**src/ntcavg_pkg.sv**
```systemverilog
// Shared constants for the NTC averaging temperature unit: field widths,
// clamp limit and the rising ADC threshold table. No dependencies.
package ntcavg_pkg;

	localparam int SAMPLE_W    = 12;
	localparam int IDX_W       = 7;
	localparam int TBL_ENTRIES = 126;

	localparam logic [IDX_W-1:0] TEMP_MAX = IDX_W'(99);

	localparam logic [SAMPLE_W-1:0] NTC_TABLE [TBL_ENTRIES] = '{
		12'd1054, 12'd1091, 12'd1128, 12'd1165, 12'd1203, 12'd1242, 12'd1280, 12'd1320,
		12'd1359, 12'd1399, 12'd1439, 12'd1479, 12'd1520, 12'd1560, 12'd1601, 12'd1642,
		12'd1683, 12'd1724, 12'd1765, 12'd1805, 12'd1846, 12'd1887, 12'd1927, 12'd1968,
		12'd2008, 12'd2048, 12'd2087, 12'd2126, 12'd2165, 12'd2204, 12'd2242, 12'd2280,
		12'd2318, 12'd2355, 12'd2391, 12'd2427, 12'd2463, 12'd2498, 12'd2533, 12'd2567,
		12'd2601, 12'd2634, 12'd2667, 12'd2699, 12'd2730, 12'd2761, 12'd2791, 12'd2821,
		12'd2850, 12'd2879, 12'd2907, 12'd2935, 12'd2962, 12'd2988, 12'd3014, 12'd3040,
		12'd3064, 12'd3089, 12'd3113, 12'd3136, 12'd3158, 12'd3181, 12'd3202, 12'd3224,
		12'd3244, 12'd3264, 12'd3284, 12'd3303, 12'd3322, 12'd3341, 12'd3359, 12'd3376,
		12'd3393, 12'd3410, 12'd3426, 12'd3442, 12'd3457, 12'd3472, 12'd3487, 12'd3501,
		12'd3515, 12'd3529, 12'd3542, 12'd3555, 12'd3568, 12'd3580, 12'd3592, 12'd3603,
		12'd3615, 12'd3626, 12'd3637, 12'd3647, 12'd3657, 12'd3667, 12'd3677, 12'd3687,
		12'd3696, 12'd3705, 12'd3714, 12'd3722, 12'd3730, 12'd3739, 12'd3747, 12'd3754,
		12'd3762, 12'd3769, 12'd3776, 12'd3783, 12'd3790, 12'd3797, 12'd3803, 12'd3809,
		12'd3815, 12'd3821, 12'd3827, 12'd3833, 12'd3839, 12'd3844, 12'd3849, 12'd3854,
		12'd3859, 12'd3864, 12'd3869, 12'd3874, 12'd3878, 12'd3883
	};

endpackage

```
**src/ntcavg_lookup.sv**
```systemverilog
// Threshold table search: first entry at or above the value, and the clamped
// temperature. Depends on ntcavg_pkg for the table and widths.
module ntcavg_lookup
	import ntcavg_pkg::*;
(
	input  logic [SAMPLE_W-1:0] value,
	output logic [IDX_W-1:0]    table_index,
	output logic [IDX_W-1:0]    temperature
);

	always_comb begin
		table_index = '0;
		// scan from the top so the lowest matching position wins
		for (int i = TBL_ENTRIES - 1; i >= 0; i--) begin
			if (value <= NTC_TABLE[i]) begin
				table_index = IDX_W'(i);
			end
		end
		temperature = (table_index > TEMP_MAX) ? TEMP_MAX : table_index;
	end

endmodule

```
**src/ntc_average_table_temperature_unit.sv**
```systemverilog
// NTC temperature unit: moving average over a window memory with running sum,
// then table lookup. Depends on ntcavg_pkg and ntcavg_lookup.
//
//  channel | dir | tdata (low bit up)                          | tuser
//  s_      | in  | [11:0] sample, [15:12] ignored              | -
//  m_      | out | [11:0] filtered_value, [18:12] table_index,  | [0] window_full
//          |     | [25:19] temperature, [31:26] zero           |
//
// One item per cycle sustained while m_tready stays high; an accepted item passes the
// stage 1 to 4 registers in order before m_tvalid rises. Stage 1 waits on the registered
// window memory read of the slot being replaced, stage 2 holds the running sum, stage 3
// the reciprocal-multiply mean (the raw sample until the window is full), stage 4 the
// table search. A same-slot write and read in the same cycle is forwarded. Reset clears the
// pipeline valids, fill count, pointer and sum; the memory needs no clearing. Each stage
// stalls only when the stage after it is full and stalled, stage 4 when m_tready is low.
module ntc_average_table_temperature_unit
	import ntcavg_pkg::*;
#(
	parameter int WINDOW = 8
) (
	input  logic        clk,
	input  logic        arst_n,
	input  logic        s_tvalid,
	output logic        s_tready,
	input  logic [15:0] s_tdata,   // [11:0] sample
	output logic        m_tvalid,
	input  logic        m_tready,
	output logic [31:0] m_tdata,   // [11:0] filtered_value, [18:12] table_index, [25:19] temperature
	output logic        m_tuser    // [0] window_full
);

	localparam int PTR_W  = (WINDOW > 1) ? $clog2(WINDOW) : 1;
	localparam int FILL_W = $clog2(WINDOW + 1);
	localparam int L      = $clog2(WINDOW);
	localparam int SUM_W  = SAMPLE_W + L;
	localparam int SH     = SUM_W + L;
	localparam int MW     = SUM_W + 1;
	localparam int PROD_W = SUM_W + MW;
	localparam logic [MW-1:0] RECIP = MW'(((64'd1 << SH) + 64'(WINDOW) - 64'd1) / 64'(WINDOW));
	localparam logic [PTR_W-1:0]  PTR_LAST = PTR_W'(WINDOW - 1);
	localparam logic [FILL_W-1:0] FILL_MAX = FILL_W'(WINDOW);

	logic [SAMPLE_W-1:0] win_mem_q [WINDOW];
	logic [SAMPLE_W-1:0] rd_q;

	logic [PTR_W-1:0]  wp_q;
	logic [FILL_W-1:0] fill_q;
	logic [SUM_W-1:0]  sum_q;

	logic                v_s1, v_s2, v_s3, v_s4;
	logic                adv1, adv2, adv3, adv4;
	logic                accept;

	logic [SAMPLE_W-1:0] sample_s1;
	logic [PTR_W-1:0]    wp_s1;
	logic                full_s1;
	logic                fwd_s1;
	logic [SAMPLE_W-1:0] fwd_data_s1;

	logic [SUM_W-1:0]    sum_s2;
	logic [SAMPLE_W-1:0] sample_s2;
	logic                full_s2;

	logic [SAMPLE_W-1:0] filt_s3;
	logic                full_s3;

	logic [SAMPLE_W-1:0] filt_s4;
	logic                full_s4;
	logic [IDX_W-1:0]    idx_s4;
	logic [IDX_W-1:0]    temp_s4;

	logic [SAMPLE_W-1:0] old_sample;
	logic [SUM_W-1:0]    sum_next;
	logic [PROD_W-1:0]   prod;
	logic [SAMPLE_W-1:0] mean;
	logic [IDX_W-1:0]    idx_c;
	logic [IDX_W-1:0]    temp_c;

	assign adv4   = !v_s4 || m_tready;
	assign adv3   = !v_s3 || adv4;
	assign adv2   = !v_s2 || adv3;
	assign adv1   = !v_s1 || adv2;
	assign accept = s_tvalid && adv1;
	assign s_tready = adv1;

	assign old_sample = fwd_s1 ? fwd_data_s1 : rd_q;
	assign sum_next   = full_s1
		? (sum_q - SUM_W'(old_sample) + SUM_W'(sample_s1))
		: (sum_q + SUM_W'(sample_s1));

	assign prod = PROD_W'(sum_s2) * PROD_W'(RECIP);
	assign mean = prod[SH +: SAMPLE_W];

	// control state
	always_ff @(posedge clk or negedge arst_n) begin
		if (!arst_n) begin
			v_s1   <= 1'b0;
			v_s2   <= 1'b0;
			v_s3   <= 1'b0;
			v_s4   <= 1'b0;
			wp_q   <= '0;
			fill_q <= '0;
			sum_q  <= '0;
		end else begin
			if (adv1) v_s1 <= s_tvalid;
			if (adv2) v_s2 <= v_s1;
			if (adv3) v_s3 <= v_s2;
			if (adv4) v_s4 <= v_s3;
			if (accept) begin
				wp_q <= (wp_q == PTR_LAST) ? '0 : wp_q + PTR_W'(1);
				if (fill_q != FILL_MAX) fill_q <= fill_q + FILL_W'(1);
			end
			if (v_s1 && adv2) sum_q <= sum_next;
		end
	end

	// window memory: read the slot being replaced on accept, write as stage 1 leaves
	always_ff @(posedge clk) begin
		if (accept) rd_q <= win_mem_q[wp_q];
		if (v_s1 && adv2) win_mem_q[wp_s1] <= sample_s1;
	end

	// payload pipeline
	always_ff @(posedge clk) begin
		if (accept) begin
			sample_s1   <= s_tdata[SAMPLE_W-1:0];
			wp_s1       <= wp_q;
			full_s1     <= (fill_q == FILL_MAX);
			fwd_s1      <= v_s1 && adv2 && (wp_s1 == wp_q);
			fwd_data_s1 <= sample_s1;
		end
		if (v_s1 && adv2) begin
			sum_s2    <= sum_next;
			sample_s2 <= sample_s1;
			full_s2   <= full_s1;
		end
		if (v_s2 && adv3) begin
			filt_s3 <= full_s2 ? mean : sample_s2;
			full_s3 <= full_s2;
		end
		if (v_s3 && adv4) begin
			filt_s4 <= filt_s3;
			full_s4 <= full_s3;
			idx_s4  <= idx_c;
			temp_s4 <= temp_c;
		end
	end

	ntcavg_lookup u_lookup (
		.value       (filt_s3),
		.table_index (idx_c),
		.temperature (temp_c)
	);

	assign m_tvalid = v_s4;
	assign m_tuser  = full_s4;
	assign m_tdata  = {6'd0, temp_s4, idx_s4, filt_s4};

endmodule

```
**config.mk**
```make
export PLATFORM = sky130hd
export DESIGN_NAME = ntc_average_table_temperature_unit
export DESIGN_NICKNAME = d
export VERILOG_FILES = /design/src/ntcavg_pkg.sv /design/src/ntcavg_lookup.sv /design/src/ntc_average_table_temperature_unit.sv
export SDC_FILE = /design/constraint.sdc
export NUM_CORES = 1
export LEC_CHECK = 0
export BUFFER_PORTS_ARGS = -buffer_cell sky130_fd_sc_hd__buf_2
export CORE_MARGIN = 3
export CORE_UTILIZATION = 50
export DETAILED_ROUTE_END_ITERATION = 10
export PLACE_DENSITY = 0.69
export SLEW_MARGIN = 30
export SYNTH_ARGS = -nofsm -noshare
export SYNTH_HDL_FRONTEND = slang
export SYNTH_SLANG_ARGS = --single-unit
```
**constraint.sdc**
```tcl
create_clock -name clk -period 3.9 [get_ports clk]
set_clock_uncertainty 0.1 [all_clocks]
set_input_delay 0.195 -clock clk [delete_from_list [all_inputs] [get_ports clk]]
set_output_delay 0.195 -clock clk [all_outputs]
set_load 0.005 [all_outputs]
```
==> summary.md, run 1 <==
| Metric | Value |
|---|---|
| Fillers | `2209` |
| Sw power | `4.93 mW` |
| Flops & latches, synth | `228` |
| Crit-path max FO | `5` |
| Flop-to-flop setup slack | `170 ps` |
| Critical Path Source Type | `flop` |
| Multi-input logic area | `6710 sq um` |
| Starting Density | `0.514` |
| Critical path endpoint | `sum_q[14]$_DFFE_PN0P_` |
| Clock share of power | `0.193` |
| IO buf count | `44` |
| Final setup viols | `0` |
| Synth warn | `0` |
| Iter 0 DRT Violations | `1549` |
| Final worst path period need | `3730 ps` |
| Netlist area before placement | `14100 sq um` |
| Worst Setup End Kind | `flop` |
| Nets | `1484` |
| CTS buffer count | `25` |
| # IOs | `55` |
| DIE WIDTH | `174 microns` |
| Hold Path Class | `input pin to async pin` |
| Reg2Reg Depth | `14` |
| Reg2reg start | `fwd_s1$_DFFE_PP_` |
| M2 GR Usage | `0.504` |
| TritonCTS clock tree | `done` |
| Pint | `7.27 mW` |
| Setup TNS | `0 ps` |
| Simple-gate share of the synthesized area | `0.144` |
| Final wirelength | `48100 microns` |
| Sw Ratio | `0.404` |
| Die area | `30200 sq um` |
| Slew headroom | `0.370` |
| Primary FF master, synth | `edfxtp_1` |
| IR drop worst, VDD | `0.000621 V` |
| Routed wire length per instance | `26.6 microns` |
| Most numerous cell in the Yosys netlist | `edfxtp_1` |
| Highest clock rate | `268 MHz` |
| Synth Area in Adders | `0.0470` |
| Max-cap violation count | `0` |
| Rows | `60` |
| Yosys top cell by area | `edfxtp_1` |
| Die Height | `174 microns` |
| Worst-skew pair later-pin latency | `540 ps` |
| Share of synthesized flip-flops with an asynchronous set or reset | `0.114` |
| Static Leak | `6.08 nW` |
| Final Util | `0.604` |
| CP Class | `flop to flop` |
| Area grow syn2layout | `17.4%` |
| Mean post-synth cell area | `10.9 sq um` |
| Register share of total power | `0.306` |
| Data arrival time of the worst path | `4020 ps` |
| Crit path from | `fwd_s1$_DFFE_PP_` |
| Clock Tree Buf Depth | `3` |
| Synth Area in XOR/XNOR | `0.0168` |
| Largest net degree at the start of global routing | `61` |
| Combinational share of power | `0.501` |
| Largest family of logic cells by synthesized area | `compound AO/OA/AOI/OAI gates` |
| Slew @ Worst Pin | `922 ps` |
| Antenna cells | `0` |
| Clock slew at reported path FFs | `60 ps` |
| Req. time, crit path | `4190 ps` |
| Worst R2R End | `sum_q[14]$_DFFE_PN0P_` |
| Vias/cell | `6.65` |
| Syn Inst Count | `1285` |
| Number of global-route vias before repair | `11800` |
| Yosys top cell area share | `0.432` |
| Detail Route Antenna Nets | `0` |
| Drt first pass iters | `8` |
| Dpl hpwl | `33300 microns` |
| Synth top area cells | `edfxtp_1 (43%), dfrtp_1 (4.6%), mux4_2 (3.8%), mux2_2 (3.7%), o21ai_0 (3.5%)` |
| RSZ-0062 raised after global routing | `false` |
| P per Cell Area | `740 nW/um^2` |
| GRT Total Usage | `0.309` |
| Final period utilization | `0.957` |
| Post-synthesis mux area share | `0.0789` |
| Share of layout cells above drive strength 1 | `0.243` |
| Root buffer cell | `clkbuf_16` |
| Distinct cells, synth | `99` |
| Total gr overflow | `0` |
| GRT met1 Usage | `0.374` |
| Fin. Hold Viols | `0` |
| Antenna violations before repair | `0` |
| H-tree levels | `1` |
| Core ar. | `27300 sq um` |
| Slew Limit Fails | `0` |
| Clock tree sinks | `228` |
| Compound-Gate Fraction of Synth Area | `0.182` |
| Post-synth EDFFs | `202` |
| Routing usage on met3 | `0.0675` |
| Outcome | `complete, no violations` |
| FF+latch area | `6720 sq um` |
| First-pass GRT wire length | `71900 microns` |
| GRT busiest layer | `met2` |
| Gpl congestion | `1.07` |
| Post-synthesis sequential area ratio | `0.478` |
| Vias | `12000` |
| Drt drc | `0` |
| Top post-synthesis cells by count | `edfxtp_1 (202), o21ai_0 (97), a21oi_1 (88)` |
[kinds of logic (layout without fill, tap and decap cells)]
| logic type | after synthesis | after routing |
|---|---|---|
| simple gates | 356 | 356 |
| fa+ha+maj | 45 | 45 |
| xor+xnor | 27 | 27 |
| buf+inv | 169 | 316 |
| mux | 75 | 75 |
| flops | 228 | 228 |
| other cells | 1 | 6 |
| compound gates | 384 | 384 |
[timing repair]
action,CTS,global route
setup buffers,0,1
endpoints found under the hold margin,41,0
hold buffers,16,0
gates resized for setup,0,11
endpoints found under the setup margin,0,5
[worst max-delay path, cell delays in order, from the launching register on]
cell and delay, ps:
edfxtp_1 470, buf_4 180, buf_4 150, mux2_2 280, fa_1 480, inv_1 60
ha_4 280, o2111ai_2 110, and3_4 190, o31a_1 340, a2111oi_4 330, buf_4 170
mux2i_1 160, a21boi_0 110, xor2_1 160
[worst min-delay path by stage]
| stage | to | slack [ps] |
|---|---|---|
| floorplan | fill_q[0]$_DFFE_PN0P_ | -200 |
| global placement | wp_q[1]$_DFFE_PN0P_ | 150 |
| detailed placement | wp_q[1]$_DFFE_PN0P_ | 160 |
| CTS | wp_q[1]$_DFFE_PN0P_ | 120 |
| global route | wp_q[2]$_DFFE_PN0P_ | 150 |
| finish | wp_q[2]$_DFFE_PN0P_ | 110 |
[per-stage QoR]
stage	cells	hold slack (ps)	cell area (sq um)	setup WS (ps)	power, mW
floorplan	1290	-201	14100	99.1	7.58
global placement	1747	152	15400	67.2	9.44
detailed placement	1747	155	15400	63.6	9.46
CTS	1808	124	16400	9.34	11.9
global route	1809	154	16500	3.85	12.9
finish	1809	106	16500	167	12.2
[routing by layer]
layer  up-vias  wire length [microns]
met5         -                      0
met4         0                   3800
met3       274                   4660
met2       837                  22500
met1      5689                  17100
li1       5225                      -
[registers in the layout, summed over array words and instances (netlist names), 4 cells and up]
register and cells:
win_mem_q 96, sum_q 15, filt_s3 12, filt_s4 12
fwd_data_s1 12, rd_q 12, sample_s1 12, sample_s2 12
sum_s2 12, idx_s4 7, temp_s4 7, fill_q 4
[power by group through the flow]
stage,Sequential (mW),Clock [mW],Combinational (mW)
final,3.73,2.36,6.11
after global routing,3.79,2.49,6.58
after CTS,3.73,2.39,5.76
after detailed placement,3.76,0,5.69
after global placement,3.75,0,5.69
after floorplan,3.53,0,4.05
[cell usage in the layout (no fill, tap or decap), types with 9 or more instances in the layout]
master / count
xnor2_1: 17
dlygate4sd3_1: 16
mux4_2: 24
xor2_1: 10
buf_2: 44
clkbuf_16: 25
nand3_1: 32
nor3_1: 35
edfxtp_1: 202
and2_1: 12
a21oi_1: 88
o21ai_0: 95
fa_1: 12
buf_4: 135
ha_1: 30
nand2b_1: 17
nand2_1: 60
and3_1: 12
or2_2: 10
or3_1: 12
a31oi_1: 23
mux2_2: 46
nor2b_1: 12
nor2_1: 68
o31ai_1: 9
o22ai_1: 11
o211ai_1: 17
dfrtp_1: 25
inv_1: 68
a21o_1: 10
nor4_1: 13
[final cells by class]
class / count / share of cell area
clock buffer: 29 / 0.0388
clock inverter: 16 / 0.0109
inverter: 70 / 0.0159
multi-input combinational: 893 / 0.407
sequential: 228 / 0.407
tap: 372 / 0.0282
timing repair buffer: 201 / 0.0918
(Power assumes the default switching activity.)
==> run 2: changes to the inputs <==
CORE_MARGIN = 5   (was 3)
==> run 2 against run 1 <==
  * The run now ends with setup timing left
  * Global-route usage rose by 1.7 points
  * Sequential share of layout area down 1.2 points
  * Worst hold slack improved by 43 ps
  * Register-to-register slack worse by 190 ps
  * First-iteration DRC count is 10% lower
  * Setup slack worse by 190 ps
  * Largest power group unchanged
  * Highest routed layer unchanged
==> summary.md, run 2 (synthesized netlist as in run 1, its figures left out) <==
| Metric | Value |
|---|---|
| Outcome | `finished, violations left` |
| Violations in the final reports | `setup timing` |
| Total gr overflow | `0` |
| Slew headroom | `0.342` |
| Static Leak | `6.36 nW` |
| Fin. Hold Viols | `0` |
| Vias | `12300` |
| Number of global-route vias before repair | `12400` |
| Dpl ws | `-100 ps` |
| Slew @ Worst Pin | `986 ps` |
| Non-filler cells, final | `1872` |
| IO buf count | `44` |
| Biggest register | `win_mem_q` |
| Worst Setup End Kind | `flop` |
| Post-route cell area | `17000 sq um` |
| Share of layout cells above drive strength 1 | `0.272` |
| Biggest regs | `win_mem_q: 96 flops, sum_q: 15 flops` |
| Highest clock rate | `255 MHz` |
| Die Height | `178 microns` |
| Crit-path max FO | `4` |
| Final worst path period need | `3920 ps` |
| Final setup viols | `2` |
| WHS | `149 ps` |
| Iter 0 DRT Violations | `1390` |
| GRT Total Usage | `0.326` |
| Drt drc | `0` |
| Antenna cells | `0` |
| Commonest non-fill, non-tap cell in the layout | `edfxtp_1` |
| Vias/cell | `6.56` |
| Setup TNS | `-28.4 ps` |
| Setup ws final | `-22.5 ps` |
| Clock tree sinks | `228` |
| Area grow syn2layout | `21.0%` |
| Detail Route Antenna Nets | `0` |
| Data arrival time of the worst path | `4210 ps` |
| Cell count after placement | `1810` |
| Core ar. | `27800 sq um` |
| Largest register FFs | `96` |
| Final period utilization | `1.01` |
| Reg2Reg Depth | `13` |
| Critical Path Source Type | `flop` |
| Root buffer cell | `clkbuf_16` |
| DIE WIDTH | `178 microns` |
| Starting Density | `0.506` |
| Max-cap violation count | `0` |
| TritonCTS clock tree | `done` |
| Slew Limit Fails | `0` |
| Clock Tree Buf Depth | `3` |
| Gpl congestion | `1.03` |
| Antenna violations before repair | `1` |
| Drt first pass iters | `5` |
| CTS buffer count | `23` |
| Die area | `31600 sq um` |
| Nets | `1543` |
| H-tree levels | `1` |
| Req. time, crit path | `4190 ps` |
| RSZ-0062 raised after global routing | `true` |
| Hold Path Class | `input pin to async pin` |
| Routed wire length per instance | `28.0 microns` |
| Post-placement cell area | `15900 sq um` |
| Worst-skew pair later-pin latency | `530 ps` |
| IR drop worst, VDD | `0.000742 V` |
| P per Cell Area | `742 nW/um^2` |
| CP Class | `flop to flop` |
| Most frequent cells in the layout | `edfxtp_1 (202), buf_4 (189), o21ai_0 (96)` |
| First-pass GRT wire length | `77100 microns` |
| Fillers | `2264` |
| Rows | `61` |
| Final wirelength | `52500 microns` |
| Dpl hpwl | `37500 microns` |
| Clock slew at reported path FFs | `70 ps` |
| Largest net degree at the start of global routing | `46` |
| # IOs | `55` |
==> run 2: worst paths after layout <==
kind	startpoint	end	slack, ps
min in group clk	s_tdata[3]	sample_s1[3]$_DFFE_PP_	280
hold / removal	arst_n	sum_q[8]$_DFFE_PN0P_	150
setup / recovery	fwd_s1$_DFFE_PP_	sum_q[14]$_DFFE_PN0P_	-20
hold reg to reg	full_s3$_DFFE_PP_	m_tuser$_DFFE_PP_	330
setup reg to reg	fwd_s1$_DFFE_PP_	sum_q[14]$_DFFE_PN0P_	-20
max in group asynchronous	arst_n	wp_q[0]$_DFFE_PN0P_	3050
==> run 2: what timing repair did <==
item                                    CTS  global route
endpoints found under the setup margin    2             3
cloned                                    0             0
endpoints found under the hold margin    41             0
pin swaps                                 3             8
setup buffers                             1             4
hold buffers                             16             0
resized for setup                         8            13
==> run 2: area by class of cell <==
class                      count  area, sq um  share of cell area
clock buffer                  33          613              0.0360
clock inverter                 8          135             0.00795
inverter                      70          263              0.0154
multi-input combinational    893         6760               0.398
sequential                   228         6720               0.395
tap                          378          473              0.0278
timing repair buffer         262         2040               0.120
==> run 2: power breakdown <==
group	internal [mW]	total, mW	leakage, nW	switching [mW]
logic	2.86	6.64	3.80	3.78
registers	3.30	3.73	2.20	0.429
clock network	1.31	2.24	0.363	0.934
==> run 2: per-stage QoR <==
stage / total power, mW / utilization
CTS: 12.2 / 0.608
global route: 13.2 / 0.612
floorplan: 7.58 / -
detailed placement: 9.82 / 0.574
global placement: 9.73 / 0.574
finish: 12.6 / 0.612
==> run 2: critical path: stages (launching register included) <==
cell	delay (ps)
edfxtp_1	380
buf_6	130
mux2_2	350
fa_1	500
fa_2	420
nor2b_4	150
o2111ai_2	150
and3_4	220
o31a_1	340
a2111oi_4	350
buf_4	170
mux2i_1	200
a21boi_1	100
xor2_1	190
==> run 2: per-layer routing <==
layer,up-vias,wire (microns),track usage
li1,5357,-,-
met3,247,3840,0.0537
met1,5939,18700,0.381
met4,0,4110,0.195
met5,-,0,0
met2,746,25900,0.566
